$ cat src/rtl/core/fecrs_pkg.sv
`timescale 1ns / 1ps
package fecrs_pkg;

	localparam int RING_DEPTH = 64;
	localparam int RING_AW    = $clog2(RING_DEPTH);
	localparam int WIN_W      = 7;
	localparam int WIN_CAP    = (RING_DEPTH < 64) ? RING_DEPTH : 64;
	localparam int CNT_W      = 7;
	localparam int DIV_STEPS  = 64;
	localparam int SQRT_STEPS = 32;
	localparam logic [31:0] MEAN_THRESH = 32'd32;
	localparam logic [15:0] LEN_TAG     = 16'd8;
	localparam int INFO_SHIFT = 24;
	localparam int PADDR_W    = 4;
	localparam int MEAN_STEP  = 20;

	localparam logic [6:0]  MAX_WINDOW_RST  = 7'd20;
	localparam logic [8:0]  WINDOW_STEP_RST = 9'h1FF;
	localparam logic [15:0] ALPHA_RST       = 16'd49152;
	localparam logic [15:0] BETA_RST        = 16'd0;

	typedef enum logic [1:0] {
		REG_MAX_WINDOW  = 2'd0,
		REG_WINDOW_STEP = 2'd1,
		REG_ALPHA       = 2'd2,
		REG_BETA        = 2'd3
	} reg_idx_t;

	typedef enum logic [4:0] {
		OP_NONE,
		OP_SRC,
		OP_RATE_A,
		OP_RATE_B,
		OP_DECIDE,
		OP_MAX,
		OP_EMIT,
		OP_DIV_M_INIT,
		OP_DIV_STEP,
		OP_SET_M,
		OP_BLEND_A_MEAN,
		OP_BLEND_B_MEAN,
		OP_SET_E2,
		OP_SQRT_INIT,
		OP_SQRT_STEP,
		OP_BLEND_A_STD,
		OP_BLEND_B_STD
	} op_t;

	typedef struct packed {
		logic load;
		op_t  op;
	} cmd_t;

	typedef struct packed {
		logic due;
		logic max_done;
		logic div_last;
		logic sqrt_last;
		logic fb_ok;
		logic var_pos;
		logic out_busy;
	} sts_t;

	typedef struct packed {
		logic       wr;
		reg_idx_t   idx;
		logic [31:0] data;
	} cfg_wr_t;

	function automatic logic [WIN_W-1:0] win_limit(input logic [WIN_W-1:0] mw);
		logic [WIN_W-1:0] r;
		r = mw;
		if (r == '0) r = WIN_W'(1);
		if (r > WIN_W'(WIN_CAP)) r = WIN_W'(WIN_CAP);
		return r;
	endfunction

	function automatic logic [31:0] init_mean(input logic [WIN_W-1:0] mw);
		logic [WIN_W-1:0] q;
		q = '0;
		for (int k = 1; k <= 6; k++)
			if (mw >= WIN_W'(k * MEAN_STEP)) q = WIN_W'(k);
		return {9'd0, q + WIN_W'(1), 16'd0};
	endfunction

endpackage

$ cat src/rtl/core/fecrs_ctrl.sv
`timescale 1ns / 1ps
module fecrs_ctrl (
	input  logic            clk,
	input  logic            arst_n,
	input  logic            in_valid,
	input  logic            in_action,
	output logic            in_ready,
	input  fecrs_pkg::sts_t sts,
	output fecrs_pkg::cmd_t cmd
);

	typedef enum logic [4:0] {
		ST_IDLE, ST_SRC, ST_RA, ST_RB, ST_DEC, ST_MAX, ST_EMIT,
		ST_FCHK, ST_DIVM, ST_SETM, ST_BAM, ST_BBM, ST_DIVE, ST_SETE,
		ST_VCHK, ST_SQRT, ST_BAS, ST_BBS
	} state_t;

	state_t state_q;

	assign in_ready = state_q == ST_IDLE;
	assign cmd.load = in_valid && in_ready;

	always_comb begin
		case (state_q)
			ST_SRC:  cmd.op = fecrs_pkg::OP_SRC;
			ST_RA:   cmd.op = fecrs_pkg::OP_RATE_A;
			ST_RB:   cmd.op = fecrs_pkg::OP_RATE_B;
			ST_DEC:  cmd.op = fecrs_pkg::OP_DECIDE;
			ST_MAX:  cmd.op = fecrs_pkg::OP_MAX;
			ST_EMIT: cmd.op = fecrs_pkg::OP_EMIT;
			ST_FCHK: cmd.op = fecrs_pkg::OP_DIV_M_INIT;
			ST_DIVM, ST_DIVE: cmd.op = fecrs_pkg::OP_DIV_STEP;
			ST_SETM: cmd.op = fecrs_pkg::OP_SET_M;
			ST_BAM:  cmd.op = fecrs_pkg::OP_BLEND_A_MEAN;
			ST_BBM:  cmd.op = fecrs_pkg::OP_BLEND_B_MEAN;
			ST_SETE: cmd.op = fecrs_pkg::OP_SET_E2;
			ST_VCHK: cmd.op = fecrs_pkg::OP_SQRT_INIT;
			ST_SQRT: cmd.op = fecrs_pkg::OP_SQRT_STEP;
			ST_BAS:  cmd.op = fecrs_pkg::OP_BLEND_A_STD;
			ST_BBS:  cmd.op = fecrs_pkg::OP_BLEND_B_STD;
			default: cmd.op = fecrs_pkg::OP_NONE;
		endcase
	end

	always_ff @(posedge clk or negedge arst_n) begin
		if (!arst_n) begin
			state_q <= ST_IDLE;
		end else begin
			case (state_q)
				ST_IDLE: if (in_valid) state_q <= in_action ? ST_FCHK : ST_SRC;
				ST_SRC:  state_q <= ST_RA;
				ST_RA:   state_q <= ST_RB;
				ST_RB:   state_q <= ST_DEC;
				ST_DEC:  state_q <= ST_MAX;
				ST_MAX:  if (sts.max_done || !sts.due) state_q <= ST_EMIT;
				ST_EMIT: if (!sts.out_busy) state_q <= ST_IDLE;
				ST_FCHK: state_q <= sts.fb_ok ? ST_DIVM : ST_IDLE;
				ST_DIVM: if (sts.div_last) state_q <= ST_SETM;
				ST_SETM: state_q <= ST_BAM;
				ST_BAM:  state_q <= ST_BBM;
				ST_BBM:  state_q <= ST_DIVE;
				ST_DIVE: if (sts.div_last) state_q <= ST_SETE;
				ST_SETE: state_q <= ST_VCHK;
				ST_VCHK: state_q <= sts.var_pos ? ST_SQRT : ST_IDLE;
				ST_SQRT: if (sts.sqrt_last) state_q <= ST_BAS;
				ST_BAS:  state_q <= ST_BBS;
				ST_BBS:  state_q <= ST_IDLE;
				default: state_q <= ST_IDLE;
			endcase
		end
	end

`ifndef ASSERT_OFF
	a_load_idle: assert property (@(posedge clk) disable iff (!arst_n)
		cmd.load && !in_action |=> state_q == ST_SRC)
		else $error("source word not started");
	a_emit_done: assert property (@(posedge clk) disable iff (!arst_n)
		state_q == ST_EMIT && !sts.out_busy |=> state_q == ST_IDLE)
		else $error("emit stuck");
	a_fb_start: assert property (@(posedge clk) disable iff (!arst_n)
		cmd.load && in_action |=> state_q == ST_FCHK)
		else $error("feedback word not started");
`endif

endmodule

$ cat config.mk
export PLATFORM = sky130hd
export DESIGN_NAME = fecrs_ctrl
export DESIGN_NICKNAME = d
export VERILOG_FILES = /design/src/rtl/core/fecrs_pkg.sv /design/src/rtl/core/fecrs_ctrl.sv
export SDC_FILE = /design/constraint.sdc
export NUM_CORES = 1
export LEC_CHECK = 0
export ABC_AREA = 0
export BUFFER_PORTS_ARGS = -buffer_cell sky130_fd_sc_hd__buf_2
export CAP_MARGIN = 20
export CORE_AREA = 2 2 39 41
export CTS_CLUSTER_SIZE = 14
export DETAILED_ROUTE_END_ITERATION = 10
export DIE_AREA = 0 0 41 43
export GPL_TIMING_DRIVEN = 1
export HOLD_SLACK_MARGIN = 0.02
export PLACE_DENSITY = 0.72
export SYNTH_ARGS = -nofsm -noshare
export SYNTH_HDL_FRONTEND = slang
export SYNTH_SLANG_ARGS = --single-unit
$ cat constraint.sdc
create_clock -name clk -period 3.4 [get_ports clk]
set_input_delay 0 -clock clk [delete_from_list [all_inputs] [get_ports clk]]
set_output_delay 0 -clock clk [all_outputs]
set_load 0.03 [all_outputs]
Word-level counts from Yosys, hierarchy flattened

Memories as Yosys holds them, arrays and structs flattened.
Index checks and enable logic that the tools add are counted.
Widths: inputs -> output; s select.

Flip-flop bits (word level): 5
Memory bits (read-only): 160
Bits of input ports: 11
Output and inout port bits: 7
Word-level logic and storage cells: 39
Memories: 1

Eq/ne operators: 22
Mux-type cells: 10
Reduce and logical (&&, ||, !) cells: 5

Memories:

| name            | depth | width | read ports | clocked after memory_dff | wr ports | line             | text |
|---|---|---|---|---|---|---|---|
| (no name shown) | 32    | 5     | 1          | 0                        | 0        | fecrs_ctrl.sv:24 | `case (state_q)` |

Operators with widths:

| kind               | number |
|---|---|
| $pmux 5 s17        | 1 |
| $eq 5x4->1 const B | 8 |
| $mux 5             | 6 |
| $eq 5x3->1 const B | 4 |
| $ne 2x2->1 const B | 6 |
| $eq 5x2->1 const B | 2 |
| $mux 4             | 2 |
| $reduce_and 6->1   | 1 |
| $eq 5x1->1 const B | 1 |
| $eq 5x5->1 const B | 1 |
| $logic_not 5->1    | 1 |
| $mux 3             | 1 |
| $logic_and 1x1->1  | 1 |
| $logic_not 1->1    | 1 |
| $logic_or 1x1->1   | 1 |

Longest topological paths before layout

Word-level depth: 4
Gate-level depth with buffers: 6
Mapped depth without buffers: 5

Worst setup path before layout

Ideal clock, no wire load.

Path kind: reg-to-reg
From: register state_q[3]
To: register state_q[3]
Setup time: 124 ps
Arrival time: 1,854 ps
Data required time: 3,276 ps
Setup slack: 1,422 ps
Cell stages (with the launch flop): 6
Buffers on the path: 0
Period minus slack after synthesis: 1,978 ps
Path through: dfrtp_1 > or3b_4 > or4b_4 > o2111a_2 > o311a_2 > a211o_1

Word-level cells in the longest chain between the ends: 3
Elaborated cells on any way between the ends: 25
Classes of those cells: 22 x eq/ne; 1 x mux; 2 x reduce/logical

Ends and longest elaborated chain:

| element                                  | line             | text |
|---|---|---|
| from (decl)                              | fecrs_ctrl.sv:18 | `state_t state_q;` |
| from (signal assigned)                   | fecrs_ctrl.sv:50 | `ST_IDLE: if (in_valid) state_q <= in_action ? ST_FCHK : ST_SRC;` |
| from (signal assigned)                   | fecrs_ctrl.sv:57 | `ST_FCHK: state_q <= sts.fb_ok ? ST_DIVM : ST_IDLE;` |
| from (signal assigned)                   | fecrs_ctrl.sv:64 | `ST_VCHK: state_q <= sts.var_pos ? ST_SQRT : ST_IDLE;` |
| $eq 5x3->1, or another cell as far along | fecrs_ctrl.sv:49 | `case (state_q)` |
| $ne 2x2->1 (no line)                     | -                |  |
| $reduce_and 6->1 (no line)               | -                |  |

Parallel ways exist; a longest one is shown, timed or not.
A chain may end at the register's enable or synchronous reset.

Worst setup path in the final report

From: register state_q[0]
To: register state_q[3]

The elaborated chain is that of the path after synthesis.

==> flow_metrics.env <==
export IMPL_outcome="completed"
export IMPL_path_clk_slew_ps=40
export IMPL_crit_required_ps=3520
export IMPL_skew_ps=0.05307
export IMPL_place_ws_ps=1065
export IMPL_cap_viol_max_count=0
export IMPL_gp_congestion=0.9397
export IMPL_cp_num_buf_inv=0
export IMPL_utilization_pct=50.27
export IMPL_end_kind="register"
export IMPL_htreeDepth=1
export IMPL_grt_overflow=0
export IMPL_min_path_type="in2async"
export IMPL_cp_num_cells=5
export IMPL_syn_area_per_cell_sq_um=7.681
export IMPL_die_area_sq_mm=0.001763
export IMPL_max_slew_worst_pin_slew_ps=586.9
export IMPL_critical_path_top_delay_family="simple AND/OR/NAND/NOR gates"
export IMPL_viasPerCell=6.036
export IMPL_post_cts_buffers=0
export IMPL_grt_usage_pct=19.25
export IMPL_dp_hpwl_microns=1112
export IMPL_core_sq_mm=0.001384
export IMPL_total_power_uw=714.3
export IMPL_drive_above_1_share_pct=34.74
export IMPL_grt_pass1_wl_microns=2359
export IMPL_grt_pass1_vias=539
export IMPL_place_port_buffers=17
export IMPL_timing_final_crit_share_pct=69.79
export IMPL_cts_resized_gates=0
export IMPL_initial_core_util_pct=43.85
export IMPL_syn_area_sq_um=606.8
export IMPL_finalWorstSetupSlack_ps=1027
export IMPL_dp_cells=106
export IMPL_p_leak_nw=0.3283
export IMPL_antenna_found_initial=0
export IMPL_num_vias=670
export IMPL_wire_per_inst_microns=13.45
export IMPL_drv_slew=0
export IMPL_nFillCells=137
export IMPL_critPathSlowestCell="dfrtp_1"
export IMPL_drc=0
export IMPL_die_y_microns=43
export IMPL_cp_endpoint="state_q[3]"
export IMPL_setup_worst_path_start="state_q[0]"
export IMPL_largest_register="state_q"
export IMPL_finalCriticalPeriod_ps=2373
export IMPL_r2r_slack_ps=1030
export IMPL_crit_fanout=20
export IMPL_largestRegisters="state_q (5)"
export IMPL_async_reset_ff_share_pct=100.0
export IMPL_reg2reg_to="state_q[3]"
export IMPL_synthCells=79
export IMPL_wl_microns=1493
export IMPL_drtPass1Iterations=4
export IMPL_clkLatencyLatePin_ps=240
export IMPL_ys_ff_latch=5
export IMPL_die_width_microns=41
export IMPL_clk_path_buf_depth=2
export IMPL_start_kind="register"
export IMPL_syn_num_nets=90
export IMPL_fin_setup_tns_ps=0
export IMPL_yosysSeqAreaShare_pct=20.62
export IMPL_root_buffer="clkbuf_4"
export IMPL_vdd_drop_max_uv=551.6
export IMPL_crit_type="reg2reg"
export IMPL_synth_area_leader_cell="dfrtp_1"
export IMPL_num_rows=14
export IMPL_grt_max_degree=21
export IMPL_cts_buffers=3
export IMPL_ant_nets=0
export IMPL_timing_rr_start="state_q[0]"
export IMPL_slew_headroom_pct=60.87
export IMPL_diodes=0
export IMPL_synth_area_leaders="dfrtp_1 21%, a21oi_1 5.8%, buf_4 4.9%"
export IMPL_slowest_delay_ps=710
export IMPL_yosysUniqueCellTypes=39
export IMPL_cp_cell_sequence="or3b_4, or4b_4, o2111a_2, o311a_2, a211o_1"
export IMPL_final_common_cell="buf_2"
export IMPL_clock_sinks=5
export IMPL_hold_buffers=1
export IMPL_ios=18
export IMPL_layout_cells_most_common_list="17 x buf_2, 8 x nand2_1, 7 x a21oi_1, 6 x nor2_1, 5 x dfrtp_1"
export IMPL_yosysTopAreaCellShare_pct=20.62
export IMPL_rsz0062_at_grt="no"
export IMPL_finalSetupViolCount=0
export IMPL_synth_flop_cell="dfrtp_1"
export IMPL_largest_reg_flops=5
export IMPL_final_cells=111
export IMPL_power_density_mw_per_mm2=1027
export IMPL_hold_viol_final=0
export IMPL_yosysWarnings=0
export IMPL_synth_edf_count=0
export IMPL_syn_to_final_growth_pct=14.64
export IMPL_crit_arrival_ps=2500
export IMPL_num_nets_final=107
export IMPL_cts_tree="done"
export IMPL_fmax_mhz=421.5
export IMPL_drt_iter0_drc=24
export IMPL_rr_worst_depth=5
==> metal layers <==
layer	up-vias	wire (microns)	track usage, %
met5	-	0	0
met4	0	25	7.333
met3	5	88	3.665
met2	30	719	29.69
met1	312	660	25.41
li1	323	-	-
==> power by group <==
group          switching, mW  internal, mW  total [mW]
Clock                 0.0239        0.0443      0.0683
Sequential             0.107        0.0839       0.191
Combinational          0.253         0.202       0.455
==> per-stage QoR <==
stage	hold WS [ps]	area, sq um
floorplan	-295.6	606.8
global placement	-184.9	659.4
detailed placement	-182.1	659.4
CTS	89.57	695.7
global route	86.84	695.7
finish	86.96	695.7
==> cells in the mapped netlist (all sizes together), types with 2 or more instances <==
cell type / instances
o21ai: 7
nand2: 9
nor4: 2
a211o: 3
nand4: 2
a21oi: 7
and2b: 2
buf: 6
dfrtp: 5
nor2b: 2
nor2: 6
nor3: 2
inv: 4
==> final cells by class <==
| cell class | count | area, sq um | area share [%] |
|---|---|---|---|
| clock buffer | 4 | 26.28 | 3.777 |
| multi-input combinational | 63 | 410.4 | 58.99 |
| inverter | 5 | 18.77 | 2.698 |
| tap | 16 | 20.02 | 2.878 |
| timing repair buffer | 18 | 95.09 | 13.67 |
| sequential | 5 | 125.1 | 17.99 |
==> cell families (layout without fill, tap and decap cells) <==
group           Yosys count  count (layout)  share of synthesized area (%)
simple gates             35              35                          34.64
compound gates           27              27                          31.14
buf+inv                  11              27                          11.75
flops                     5               5                          20.62
mux                       1               1                          1.856
==> how the worst min path moves through the flow <==
stage | endpoint | slack (ps) | startpoint
after floorplan | state_q[0] | -300 | arst_n
after global placement | state_q[1] | -180 | arst_n
after detailed placement | state_q[4] | -180 | arst_n
after CTS | state_q[0] | 90 | arst_n
after global routing | state_q[4] | 90 | arst_n
final | state_q[4] | 90 | arst_n
Note: power is estimated with default switching activity, not from simulation.
